**config.mk**
```make
export PLATFORM = sky130hd
export DESIGN_NAME = scpfc_ctrl
export DESIGN_NICKNAME = d
export VERILOG_FILES = /design/src/hdl/scpfc_pkg.sv /design/src/hdl/scpfc_ctrl.sv
export SDC_FILE = /design/constraint.sdc
export NUM_CORES = 1
export LEC_CHECK = 0
export BUFFER_PORTS_ARGS = -buffer_cell sky130_fd_sc_hd__clkbuf_2
export CORE_AREA = 8 8 45 47
export CTS_CLUSTER_SIZE = 40
export DETAILED_ROUTE_END_ITERATION = 12
export DIE_AREA = 0 0 53 55
export HOLD_SLACK_MARGIN = 0.02
export PLACE_DENSITY = 0.85
export RECOVER_POWER = 25
export SLEW_MARGIN = 10
export SYNTH_ARGS = -nofsm -noshare
export SYNTH_HDL_FRONTEND = slang
export SYNTH_SLANG_ARGS = --single-unit
export TNS_END_PERCENT = 30
```
**constraint.sdc**
```tcl
create_clock -name clk -period 1.7 [get_ports clk]
set_input_delay 0.085 -clock clk [delete_from_list [all_inputs] [get_ports clk]]
set_output_delay 0.085 -clock clk [all_outputs]
set_load 0.05 [all_outputs]
```
**src/hdl/scpfc_pkg.sv**
```systemverilog
// Package for the swapchain pixel format converter: mode and register codes,
// pipeline types and the threshold tables built at elaboration.
// Depends on nothing; every other file of the block imports it.
package scpfc_pkg;

    localparam int CHAN_W       = 10;
    localparam int BYTE_W       = 8;
    localparam int HALF_W       = 16;
    localparam int KEY_W        = 25;
    localparam int SEARCH_STEPS = 8;
    localparam int NUM_STAGES   = SEARCH_STEPS + 1;
    localparam int TAB_DEPTH    = 256;
    localparam int TONE_W       = 11;
    localparam int LIN_BYTES    = 10;
    localparam int LIN_W        = 16;
    localparam int WIDE_W       = 360;
    localparam int CFG_IDX_W    = 2;
    localparam int CFG_DATA_W   = 2;

    localparam logic [1:0] MODE_BGRA8   = 2'd0;
    localparam logic [1:0] MODE_HDR10   = 2'd1;
    localparam logic [1:0] MODE_RGBA16F = 2'd2;

    localparam logic [CFG_IDX_W-1:0] REG_PIXEL_MODE  = 2'd0;
    localparam logic [CFG_IDX_W-1:0] REG_SDR_TONEMAP = 2'd1;

    localparam logic [4:0]       EXP_SPECIAL = 5'd31;
    localparam logic [14:0]      HALF_ONE    = 15'h3c00;
    localparam logic [KEY_W-1:0] X_ONE       = 25'h100_0000;
    localparam logic [KEY_W-1:0] LIN_MAX     = KEY_W'((64'd31308 << 24) / 64'd10000000);
    localparam logic [CHAN_W-1:0] BYTE_FULL  = 10'd255;

    typedef logic [WIDE_W-1:0] wide_t;
    typedef logic [TAB_DEPTH-1:0][KEY_W-1:0] srgb_tab_t;
    typedef logic [TAB_DEPTH-1:0][TONE_W-1:0] tone_tab_t;
    typedef logic [LIN_BYTES-1:0][LIN_W-1:0] lin_tab_t;

    typedef struct packed {
        logic [KEY_W-1:0]  key;
        logic              sel_tone;
        logic              search;
        logic [CHAN_W-1:0] val;
    } lane_stage_t;

    typedef struct packed {
        logic [NUM_STAGES-1:0] load;
    } pipe_ctrl_t;

    function automatic wide_t wide_pow(wide_t base, int unsigned n);
        wide_t r;
        r = WIDE_W'(1);
        for (int unsigned i = 0; i < n; i++)
        begin
            r = r * base;
        end
        return r;
    endfunction

    // Smallest linear value X (scaled by 2^24) whose sRGB byte reaches k.
    function automatic logic [KEY_W-1:0] srgb_threshold(int unsigned k);
        wide_t            c;
        wide_t            rhs;
        wide_t            lhs;
        logic [KEY_W-1:0] lo;
        logic [KEY_W-1:0] hi;
        logic [KEY_W-1:0] mid;
        c   = wide_pow(WIDE_W'(269025), 12);
        rhs = wide_pow(WIDE_W'(1000 * k + 14025), 12) << 120;
        lo  = '0;
        hi  = X_ONE;
        while (lo < hi)
        begin
            mid = KEY_W'(({1'b0, lo} + {1'b0, hi}) >> 1);
            lhs = wide_pow(WIDE_W'(mid), 5) * c;
            if (lhs >= rhs)
            begin
                hi = mid;
            end
            else
            begin
                lo = mid + KEY_W'(1);
            end
        end
        return hi;
    endfunction

    // Smallest 10-bit channel value whose tone-mapped byte reaches k.
    function automatic logic [TONE_W-1:0] tone_threshold(int unsigned k);
        logic [63:0]       goal;
        logic [TONE_W-1:0] lo;
        logic [TONE_W-1:0] hi;
        logic [TONE_W-1:0] mid;
        goal = 64'(k) * 64'd1690000;
        lo   = '0;
        hi   = TONE_W'(1024);
        while (lo < hi)
        begin
            mid = (lo + hi) >> 1;
            if (64'(mid) * 64'(mid) * 64'd1020 >= goal)
            begin
                hi = mid;
            end
            else
            begin
                lo = mid + TONE_W'(1);
            end
        end
        return hi;
    endfunction

    function automatic srgb_tab_t build_srgb_tab();
        srgb_tab_t t;
        for (int unsigned k = 0; k < TAB_DEPTH; k++)
        begin
            t[k] = srgb_threshold(k);
        end
        return t;
    endfunction

    function automatic tone_tab_t build_tone_tab();
        tone_tab_t t;
        for (int unsigned k = 0; k < TAB_DEPTH; k++)
        begin
            t[k] = tone_threshold(k);
        end
        return t;
    endfunction

    // Entry j holds the smallest X whose linear-segment byte reaches j + 1.
    function automatic lin_tab_t build_lin_tab();
        lin_tab_t t;
        for (int unsigned j = 0; j < LIN_BYTES; j++)
        begin
            t[j] = LIN_W'((64'(j + 1) * 64'd167772160 + 64'd32945) / 64'd32946);
        end
        return t;
    endfunction

    localparam srgb_tab_t SRGB_TAB = build_srgb_tab();
    localparam tone_tab_t TONE_TAB = build_tone_tab();
    localparam lin_tab_t  LIN_TAB  = build_lin_tab();

endpackage

```
**src/hdl/scpfc_ctrl.sv**
```systemverilog
// Pipeline control for the pixel converter: per-stage valid bits, the
// load enables for every lane, and the last-pixel flag. Uses scpfc_pkg.
module scpfc_ctrl (
    input  logic                   clk,
    input  logic                   rst_n,
    input  logic                   in_valid,
    output logic                   in_stall,
    input  logic                   last_pixel,
    output logic                   out_valid,
    input  logic                   out_stall,
    output logic                   last_out,
    output scpfc_pkg::pipe_ctrl_t  ctrl
);
    import scpfc_pkg::*;

    logic [NUM_STAGES-1:0] valid_reg;
    logic [NUM_STAGES-1:0] valid_next;
    logic [NUM_STAGES-1:0] last_reg;
    logic [NUM_STAGES-1:0] last_next;
    logic [NUM_STAGES-1:0] load;

    // A stage loads when it is empty or its request moves on this cycle.
    always_comb
    begin
        load[NUM_STAGES-1] = !valid_reg[NUM_STAGES-1] || !out_stall;
        for (int i = NUM_STAGES - 2; i >= 0; i--)
        begin
            load[i] = !valid_reg[i] || load[i+1];
        end
    end

    always_comb
    begin
        valid_next = valid_reg;
        last_next  = last_reg;
        if (load[0])
        begin
            valid_next[0] = in_valid;
            last_next[0]  = last_pixel;
        end
        for (int i = 1; i < NUM_STAGES; i++)
        begin
            if (load[i])
            begin
                valid_next[i] = valid_reg[i-1];
                last_next[i]  = last_reg[i-1];
            end
        end
    end

    always_ff @(posedge clk or negedge rst_n)
    begin
        if (!rst_n)
        begin
            valid_reg <= '0;
        end
        else
        begin
            valid_reg <= valid_next;
        end
    end

    always_ff @(posedge clk)
    begin
        last_reg <= last_next;
    end

    assign ctrl.load = load;
    assign in_stall  = !load[0];
    assign out_valid = valid_reg[NUM_STAGES-1];
    assign last_out  = last_reg[NUM_STAGES-1];

endmodule

```
==> results_dict.tcl, run 1 <==
set metrics [dict create \
    p_clk_frac 0.208 \
    required_ns 1.62 \
    cts_buffers 3 \
    fill_cells 126 \
    cts_tree "built" \
    finalNonFillerCells 82 \
    fin_crit_ns 1.65 \
    routed_wl_um 1320 \
    critPathKind "flip-flop to primary output" \
    die-area_um2 2920 \
    place_congestion 0.737 \
    multiInputGateArea_um2 164 \
    power.leakage_uw 0.000350 \
    hold_path.class "primary input to flip-flop" \
    synth_cell_types 15 \
    syn_nets 49 \
    vias_per_cell 5.82 \
    ys_seq_elements 18 \
    cp_max_fo 5 \
    sw_frac_of_total 0.358 \
    vias 477 \
    tightest_slew_ns 0.490 \
    status "completed" \
    startpoint_type "flip-flop" \
    place_area_um2 763 \
    cts_sinks 18 \
    synthTopCellsByArea "edfxtp_1 (40%), dfrtp_1 (34%), a31o_2 (3.9%), a41o_1 (3.0%), nand4_1 (2.8%)" \
    cp-end-kind "primary output" \
    grt_max_degree 11 \
    grt_pass1_vias 476 \
    wire_per_inst_um 16.1 \
    cts.clk_slew.worst_paths_ns 0.09 \
    dp_hpwl_um 972 \
    power_frac_comb 0.269 \
    ios 17 \
    switchingPower_uw 437 \
    power.internal_uw 785 \
    avgSynthCellArea_um2 15.2 \
    antennaDiodeCount 0 \
    crit_arrival_ns 1.57 \
    core.rowCount 14 \
    fmax_mhz 606 \
    slew_viol_final 0 \
    maxCapViolCount 0 \
    yosysTopAreaCell "edfxtp_1" \
    synth-seq-area-share 0.742 \
    cts_root_buf "clkbuf_4" \
    drtIter0Drc 1 \
    core-area_um2 1380 \
    total_power_uw 1220 \
    syn_inst 44 \
    finalInstanceArea_um2 836 \
    port-buffer-count 16 \
    drc 0 \
    place_inst 75 \
    cellPowerDensity_nw_per_um2 1460 \
    die_x_um 53 \
    slowest_delay_ns 0.44 \
    area_growth_syn_to_layout_pct 25.1 \
    clock_skew_ns 0.00196 \
    overflow 0 \
    drive_gt1_frac 0.424 \
    initial_core_util 0.483 \
    drt_pass1_iterations 2 \
    fin_crit_sh 0.971 \
    worst_hold_slack_ns 0.115 \
    power_frac_seq 0.523 \
    cp_cell_sequence "nand4_1, or3_1, clkbuf_4" \
    slowest_stage "or3_1" \
    insertion_delay_ns 0.29 \
    pre_cts_ws_ns 0.332 \
    relSlewSlack 0.673 \
    peakVddDrop_mv 0.694 \
    cts_max_level 1 \
    yosys.area.top_type_share 0.404 \
    finalHoldViolCount 0 \
    worst_slack_ns 0.0495 \
    yosysWarnings 0 \
    antenna_found_initial 0 \
    track_usage 0.0971 \
    grt_pass1_wl_um 2010 \
    finalSetupViolCount 0 \
    die_h_um 55 \
    seq_area_um2 500 \
    antenna_left 0 \
    syn-cell-area_um2 668 \
    clock_tree.buffer_depth 2 \
    final_nets 72 \
]
-- routing by layer --
| metal | part of all wire | vias to the layer above | track usage |
|---|---|---|---|
| met5 | 0 | - | 0 |
| met4 | 0.014 | 0 | 0.0388 |
| met3 | 0.11 | 5 | 0.0642 |
| met2 | 0.48 | 19 | 0.158 |
| met1 | 0.39 | 238 | 0.0968 |
| li1 | - | 215 | - |
-- metrics by stage --
step            util  TNS (ns)
6_report       0.604         0
3_5_place_dp   0.552         0
5_1_grt        0.604  -0.00694
4_1_cts        0.602         0
2_1_floorplan      -    -0.194
3_3_place_gp   0.552         0
-- Yosys cell counts --
cell and n:
dfrtp_1 9, edfxtp_1 9, nand2_1 4, a31o_2 3, nand3_1 3, nand4_1 3
a21o_1 2, a41o_1 2, and4_1 2, nand2b_1 2, and3_1 1, buf_6 1
inv_1 1, nor3_1 1, or3_1 1
-- area by class of cell --
class / instances / area share
clock buffers: 4 / 0.0434
flip-flops and latches: 18 / 0.599
repair buffers: 19 / 0.133
well taps: 16 / 0.0240
inverters: 1 / 0.00449
multi-input cells: 24 / 0.196
-- final timing paths --
kind | start | to | slack, ns | cells after the start
worst max register to register | valid_reg[5]$_DFFE_PN0P_ | last_reg[0]$_DFFE_PP_ | 0.41 | 2
min in group asynchronous | rst_n | valid_reg[3]$_DFFE_PN0P_ | 0.25 | 2
max in group asynchronous | rst_n | valid_reg[6]$_DFFE_PN0P_ | 1.09 | 2
worst min-delay path | out_stall | valid_reg[8]$_DFFE_PN0P_ | 0.12 | 3
worst min register to register | last_reg[4]$_DFFE_PP_ | last_reg[5]$_DFFE_PP_ | 0.42 | 0
worst max-delay path | valid_reg[5]$_DFFE_PN0P_ | ctrl[0] | 0.05 | 3
-- cells by family after synthesis --
kind of cell           after synthesis  share of synthesized area
DFF                                 18                      0.742
AOI/OAI and AO/OA                    7                     0.0918
and+or+nand+nor                     17                      0.144
buffers and inverters                2                     0.0225
-- power groups by stage --
stage	combinational (uW)	sequential [uW]	clock, uW
2_1_floorplan	241	647	0
3_3_place_gp	318	637	0
3_5_place_dp	323	641	0
4_1_cts	329	633	266
5_1_grt	350	653	281
6_report	329	639	255
-- timing repair --
action                                  CTS  global route
pin swaps                                 0             1
buffers inserted                          0             0
gates resized for setup                   2             3
endpoints found under the setup margin    1             5
hold buffers                              3             0
endpoints found under the hold margin    11             0
-- critical path, delay by kind of cell, from the launching register on --
| family | cells | cell delay [ns] |
|---|---|---|
| buf+inv | 1 | 0.23 |
| flops | 1 | 0.43 |
| simple gates | 2 | 0.61 |
-- cells in the final DEF (no fill, tap or decap), types with 2 or more instances in the layout --
master          n
clkbuf_4        4
nand4_1         3
nand2b_1        2
nand2_1         4
dlygate4sd3_1   3
a41o_1          2
a21o_1          2
a31o_2          3
dfrtp_1         5
edfxtp_1        9
dfrtp_2         4
nand3_1         3
clkbuf_2       14
Power figures use the tool's default switching activity.
==> run 2: changes to the inputs <==
Clock period 1.7 ns to 2.1 ns, I/O delays scaled along.
==> run 2 against run 1 <==
  * Total power down 20%
  * Clock skew up 0.0036 ns
  * Register-to-register slack better by 0.41 ns
  * Flip-flop and latch count unchanged
  * Clock-buffer cell count unchanged
  * Combinational power down 21%
  * First-iteration DRC count rose to 17 times the previous value
  * Final area down 1.6%
  * Worst setup slack better by 0.36 ns
  * Clock power down 18%
  * Worst hold slack better by 0.0093 ns
  * Die area unchanged
  * Critical endpoint unchanged
  * Largest cell class unchanged
  * Largest power group unchanged
==> results_dict.tcl, run 2 (synthesis results as in run 1) <==
set metrics [dict create \
    die_h_um 55 \
    fin_crit_sh 0.804 \
    relSlewSlack 0.687 \
    startpoint_type "flip-flop" \
    status "completed" \
    port-buffer-count 16 \
    drt_pass1_iterations 4 \
    cellPowerDensity_nw_per_um2 1190 \
    clock_skew_ns 0.00553 \
    core.rowCount 14 \
    reg2regPathDepth 2 \
    track_usage 0.0954 \
    rsz0062_at_grt "false" \
    initial_core_util 0.483 \
    power.leakage_uw 0.000351 \
    grt_pass1_wl_um 1990 \
    cts_buffers 3 \
    worst_hold_slack_ns 0.125 \
    mostFrequentLayoutCell "clkbuf_2" \
    drc 0 \
    peakVddDrop_mv 0.519 \
    clock_tree.buffer_depth 2 \
    wire_per_inst_um 15.0 \
    grt_max_degree 11 \
    vias 453 \
    fin_crit_ns 1.69 \
    cp-end-kind "primary output" \
    finalSetupViolCount 0 \
    cts_hold_buf 3 \
    worst_slack_ns 0.411 \
    cts_sinks 18 \
    grt_pass1_vias 440 \
    cts_setup_buffers 0 \
    pre_cts_ws_ns 0.752 \
    hp-start "out_stall" \
    critPathKind "flip-flop to primary output" \
    antenna_found_initial 0 \
    cts.clk_slew.worst_paths_ns 0.10 \
    fmax_mhz 592 \
    antenna_left 0 \
    final_cell_mix "clkbuf_2 (15), edfxtp_1 (9), dfrtp_1 (9), nand2_1 (4)" \
    area_growth_syn_to_layout_pct 23.0 \
    hold_path.class "primary input to flip-flop" \
    cts_resized 0 \
    routed_wl_um 1230 \
    cts_root_buf "clkbuf_4" \
    maxCapViolCount 0 \
    required_ns 2.00 \
    final_nets 72 \
    r2r_start "valid_reg[6]$_DFFE_PN0P_" \
    min_path_cells 3 \
    r2r-end "last_reg[0]$_DFFE_PP_" \
    cp_max_fo 7 \
    drive_gt1_frac 0.333 \
    overflow 0 \
    finalNonFillerCells 82 \
    cts_tree "built" \
    ios 17 \
    place_congestion 0.757 \
    regToRegSetupSlack_ns 0.82 \
    die-area_um2 2920 \
    dp_hpwl_um 920 \
    drtIter0Drc 17 \
    insertion_delay_ns 0.29 \
    slew_viol_final 0 \
    finalHoldViolCount 0 \
    finalSetupTns_ns 0 \
    vias_per_cell 5.52 \
    place_inst 75 \
    die_x_um 53 \
    cts_max_level 1 \
    tightest_slew_ns 0.470 \
    antennaDiodeCount 0 \
    hold_end "valid_reg[8]$_DFFE_PN0P_" \
    crit_arrival_ns 1.58 \
    core-area_um2 1380 \
]
[run 2: changes by cell type in the layout (fill, tap and decap cells not counted)]
cell      before  now
clkbuf_4       4    3
nor3_2         1    0
dfrtp_2        4    0
and4_2         1    0
clkbuf_2      14   15
dfrtp_1        5    9
and4_1         1    2
nor3_1         0    1
[run 2: worst max-delay path, stage by stage, from the launching register on]
cell and delay [ns]:
dfrtp_1 0.44, nand4_1 0.16, or3_1 0.43, clkbuf_2 0.26
[run 2: stage by stage]
| stage | total power (uW) | utilization | cell area (um2) |
|---|---|---|---|
| after floorplan | 716 | - | 668 |
| after global placement | 770 | 0.547 | 757 |
| after detailed placement | 777 | 0.547 | 757 |
| after CTS | 989 | 0.595 | 823 |
| after global routing | 1030 | 0.594 | 822 |
| final | 981 | 0.594 | 822 |
[run 2: worst max-delay path by stage]
stage                                   startpoint  endpoint  slack [ns]  cells past startpoint
after CTS                 valid_reg[6]$_DFFE_PN0P_   ctrl[0]        0.42                      3
after global routing      valid_reg[4]$_DFFE_PN0P_   ctrl[0]        0.33                      3
after floorplan           valid_reg[8]$_DFFE_PN0P_  in_stall        0.07                      2
after detailed placement  valid_reg[6]$_DFFE_PN0P_   ctrl[0]        0.75                      3
final                     valid_reg[6]$_DFFE_PN0P_   ctrl[0]        0.41                      3
after global placement    valid_reg[7]$_DFFE_PN0P_   ctrl[0]        0.76                      3
[run 2: power by group]
| part | switching, uW | internal, uW |
|---|---|---|
| registers | 54.6 | 457 |
| clock network | 103 | 106 |
| logic | 193 | 67.7 |
[run 2: routing by layer]
layer  up-vias  wire length [um]  part of all wire  global-route usage
li1        213                 -                 -                   -
met1       216               509              0.41              0.0998
met2        24               541              0.44               0.143
met3         0               180              0.15              0.0802
met4         0                 0                 0              0.0259
met5         -                 0                 0                   0
[run 2: cell type report]
cell class / instances / area, um2
Timing Repair Buffer: 19 / 109
Sequential cell: 18 / 495
Multi-Input combinational cell: 24 / 158
Fill cell: 101 / 562
Inverter: 1 / 3.75
Clock buffer: 4 / 36.3
Tap cell: 16 / 20.0
==> run 3: changes to the inputs <==
Settings changed: CORE_AREA 8 8 45 47 to default, CORE_MARGIN from default to 8, CORE_UTILIZATION from default to 44, DIE_AREA 0 0 53 55 to default, PLACE_DENSITY 0.85 to 0.8.
Clock period 2.1 ns to 1.5 ns, I/O delays scaled along.
==> run 3 against run 2 <==
  * The run now ends with setup timing left
  * Critical path depth stayed put
  * Flip-flop and latch count stayed put
  * Worst setup slack worse by 0.47 ns
  * Largest power group unchanged
  * Highest routed layer unchanged
==> results_dict.tcl, run 3 (synthesis results as in run 1) <==
set metrics [dict create \
    violations "setup timing" \
    status "finished, violations left" \
    die_x_um 55.0 \
    rsz0062_at_grt "true" \
    cts_buffers 3 \
    fin_crit_ns 1.56 \
    mostFrequentLayoutCell "buf_4" \
    peakVddDrop_mv 0.881 \
    area_growth_syn_to_layout_pct 39.7 \
    drtIter0Drc 17 \
    hold_path.class "primary input to flip-flop" \
    multiInputGateArea_um2 173 \
    p_clk_frac 0.174 \
    drive_gt1_frac 0.479 \
    reg2regPathDepth 3 \
    fill_cells 115 \
    antennaDiodeCount 0 \
    cts.clk_slew.worst_paths_ns 0.10 \
    cp-end-kind "primary output" \
    power.leakage_uw 0.000398 \
    die_h_um 55.0 \
    r2r_start "valid_reg[7]$_DFFE_PN0P_" \
    grt_pass1_wl_um 2350 \
    required_ns 1.42 \
    place_congestion 0.779 \
    tightest_slew_ns 0.502 \
    fmax_mhz 640 \
    die-area_um2 3020 \
    cp_max_fo 8 \
    power_frac_comb 0.338 \
    cts_max_level 1 \
    seq_area_um2 498 \
    port-buffer-count 16 \
    clock_tree.buffer_depth 2 \
    slew_viol_final 0 \
    drt_pass1_iterations 4 \
    min_path_cells 3 \
    r2r-end "last_reg[0]$_DFFE_PP_" \
    initial_core_util 0.454 \
    fin_crit_sh 1.04 \
    final_nets 79 \
    switchingPower_uw 523 \
    grt_max_degree 11 \
    ios 17 \
    wire_per_inst_um 16.8 \
    insertion_delay_ns 0.30 \
    hp-start "out_stall" \
    antenna_left 0 \
    power_frac_seq 0.488 \
    cts_sinks 18 \
    antenna_found_initial 0 \
    clock_skew_ns 0.00943 \
    relSlewSlack 0.665 \
    slowest_delay_ns 0.44 \
    regToRegSetupSlack_ns 0.13 \
    cellPowerDensity_nw_per_um2 1560 \
    maxCapViolCount 0 \
    crit_buf_inv 1 \
    overflow 0 \
    core-area_um2 1470 \
    vias 492 \
    dp_hpwl_um 935 \
    core.rowCount 14 \
    cts_tree "built" \
    final_cell_mix "buf_4 (11), edfxtp_1 (9), dfrtp_1 (7), clkbuf_2 (6)" \
    critPathKind "flip-flop to primary output" \
    slowest_stage "dfrtp_2" \
    path_delay_family "simple AND/OR/NAND/NOR gates" \
    power.internal_uw 929 \
    hold_end "valid_reg[8]$_DFFE_PN0P_" \
    finalHoldViolCount 0 \
    drc 0 \
    routed_wl_um 1490 \
    startpoint_type "flip-flop" \
    cts_root_buf "clkbuf_4" \
    worst_slack_ns -0.0629 \
    grt_pass1_vias 511 \
    crit_arrival_ns 1.49 \
    pre_cts_ws_ns 0.149 \
    total_power_uw 1450 \
    vias_per_cell 5.53 \
    sw_frac_of_total 0.360 \
    cp_cell_sequence "nand4_1, or3_4, clkbuf_16" \
    finalSetupViolCount 1 \
    track_usage 0.109 \
]
-- run 3: area by class of cell --
class / instances / share of cell area
tap: 16 / 0.0214
inverter: 1 / 0.00402
clock buffer: 4 / 0.0282
timing repair buffer: 26 / 0.228
multi-input combinational: 24 / 0.185
sequential: 18 / 0.534
-- run 3: routing by layer --
layer	track usage	vias up	part of all wire
li1	-	229	-
met5	0	-	0
met3	0.0668	0	0.12
met4	0.0240	0	0
met1	0.119	244	0.39
met2	0.177	19	0.49
-- run 3: worst max path at each step --
stage	start	to	slack, ns	depth (start not counted)
final	valid_reg[7]$_DFFE_PN0P_	ctrl[0]	-0.06	3
after CTS	valid_reg[7]$_DFFE_PN0P_	ctrl[0]	-0.04	3
after global placement	valid_reg[7]$_DFFE_PN0P_	ctrl[0]	0.15	3
after detailed placement	valid_reg[6]$_DFFE_PN0P_	ctrl[0]	0.15	3
after global routing	valid_reg[7]$_DFFE_PN0P_	ctrl[0]	-0.11	3
after floorplan	valid_reg[8]$_DFFE_PN0P_	last_reg[3]$_DFFE_PP_	-0.35	3
-- run 3: power by group through the flow --
| stage | clock network, uW | registers [uW] | logic [uW] |
|---|---|---|---|
| after floorplan | 0 | 733 | 273 |
| after global placement | 0 | 722 | 361 |
| after detailed placement | 0 | 726 | 365 |
| after CTS | 255 | 708 | 459 |
| after global routing | 283 | 719 | 521 |
| final | 252 | 709 | 492 |
-- run 3: repair_timing --
action,4_1_cts,5_1_grt
endpoints found under the setup margin,8,8
hold buffers,3,0
pin swaps,3,2
endpoints found under the hold margin,11,0
buffers inserted,6,1
resized for setup,12,18
-- run 3: worst reg2reg max path: stages (launching register included) --
cell,delay (ns)
dfrtp_2,0.44
nand4_1,0.13
or3_4,0.44
buf_4,0.15
-- run 3: through the flow --
stage / cell area, um2 / cells / hold WS, ns / util / setup TNS, ns
after floorplan: 674 / 44 / -0.221 / - / -1.19
after global placement: 763 / 75 / -0.0582 / 0.519 / 0
after detailed placement: 763 / 75 / -0.0518 / 0.519 / 0
after CTS: 906 / 88 / 0.0860 / 0.616 / -0.0437
after global routing: 933 / 89 / 0.102 / 0.634 / -0.139
final: 933 / 89 / 0.0895 / 0.634 / -0.0629
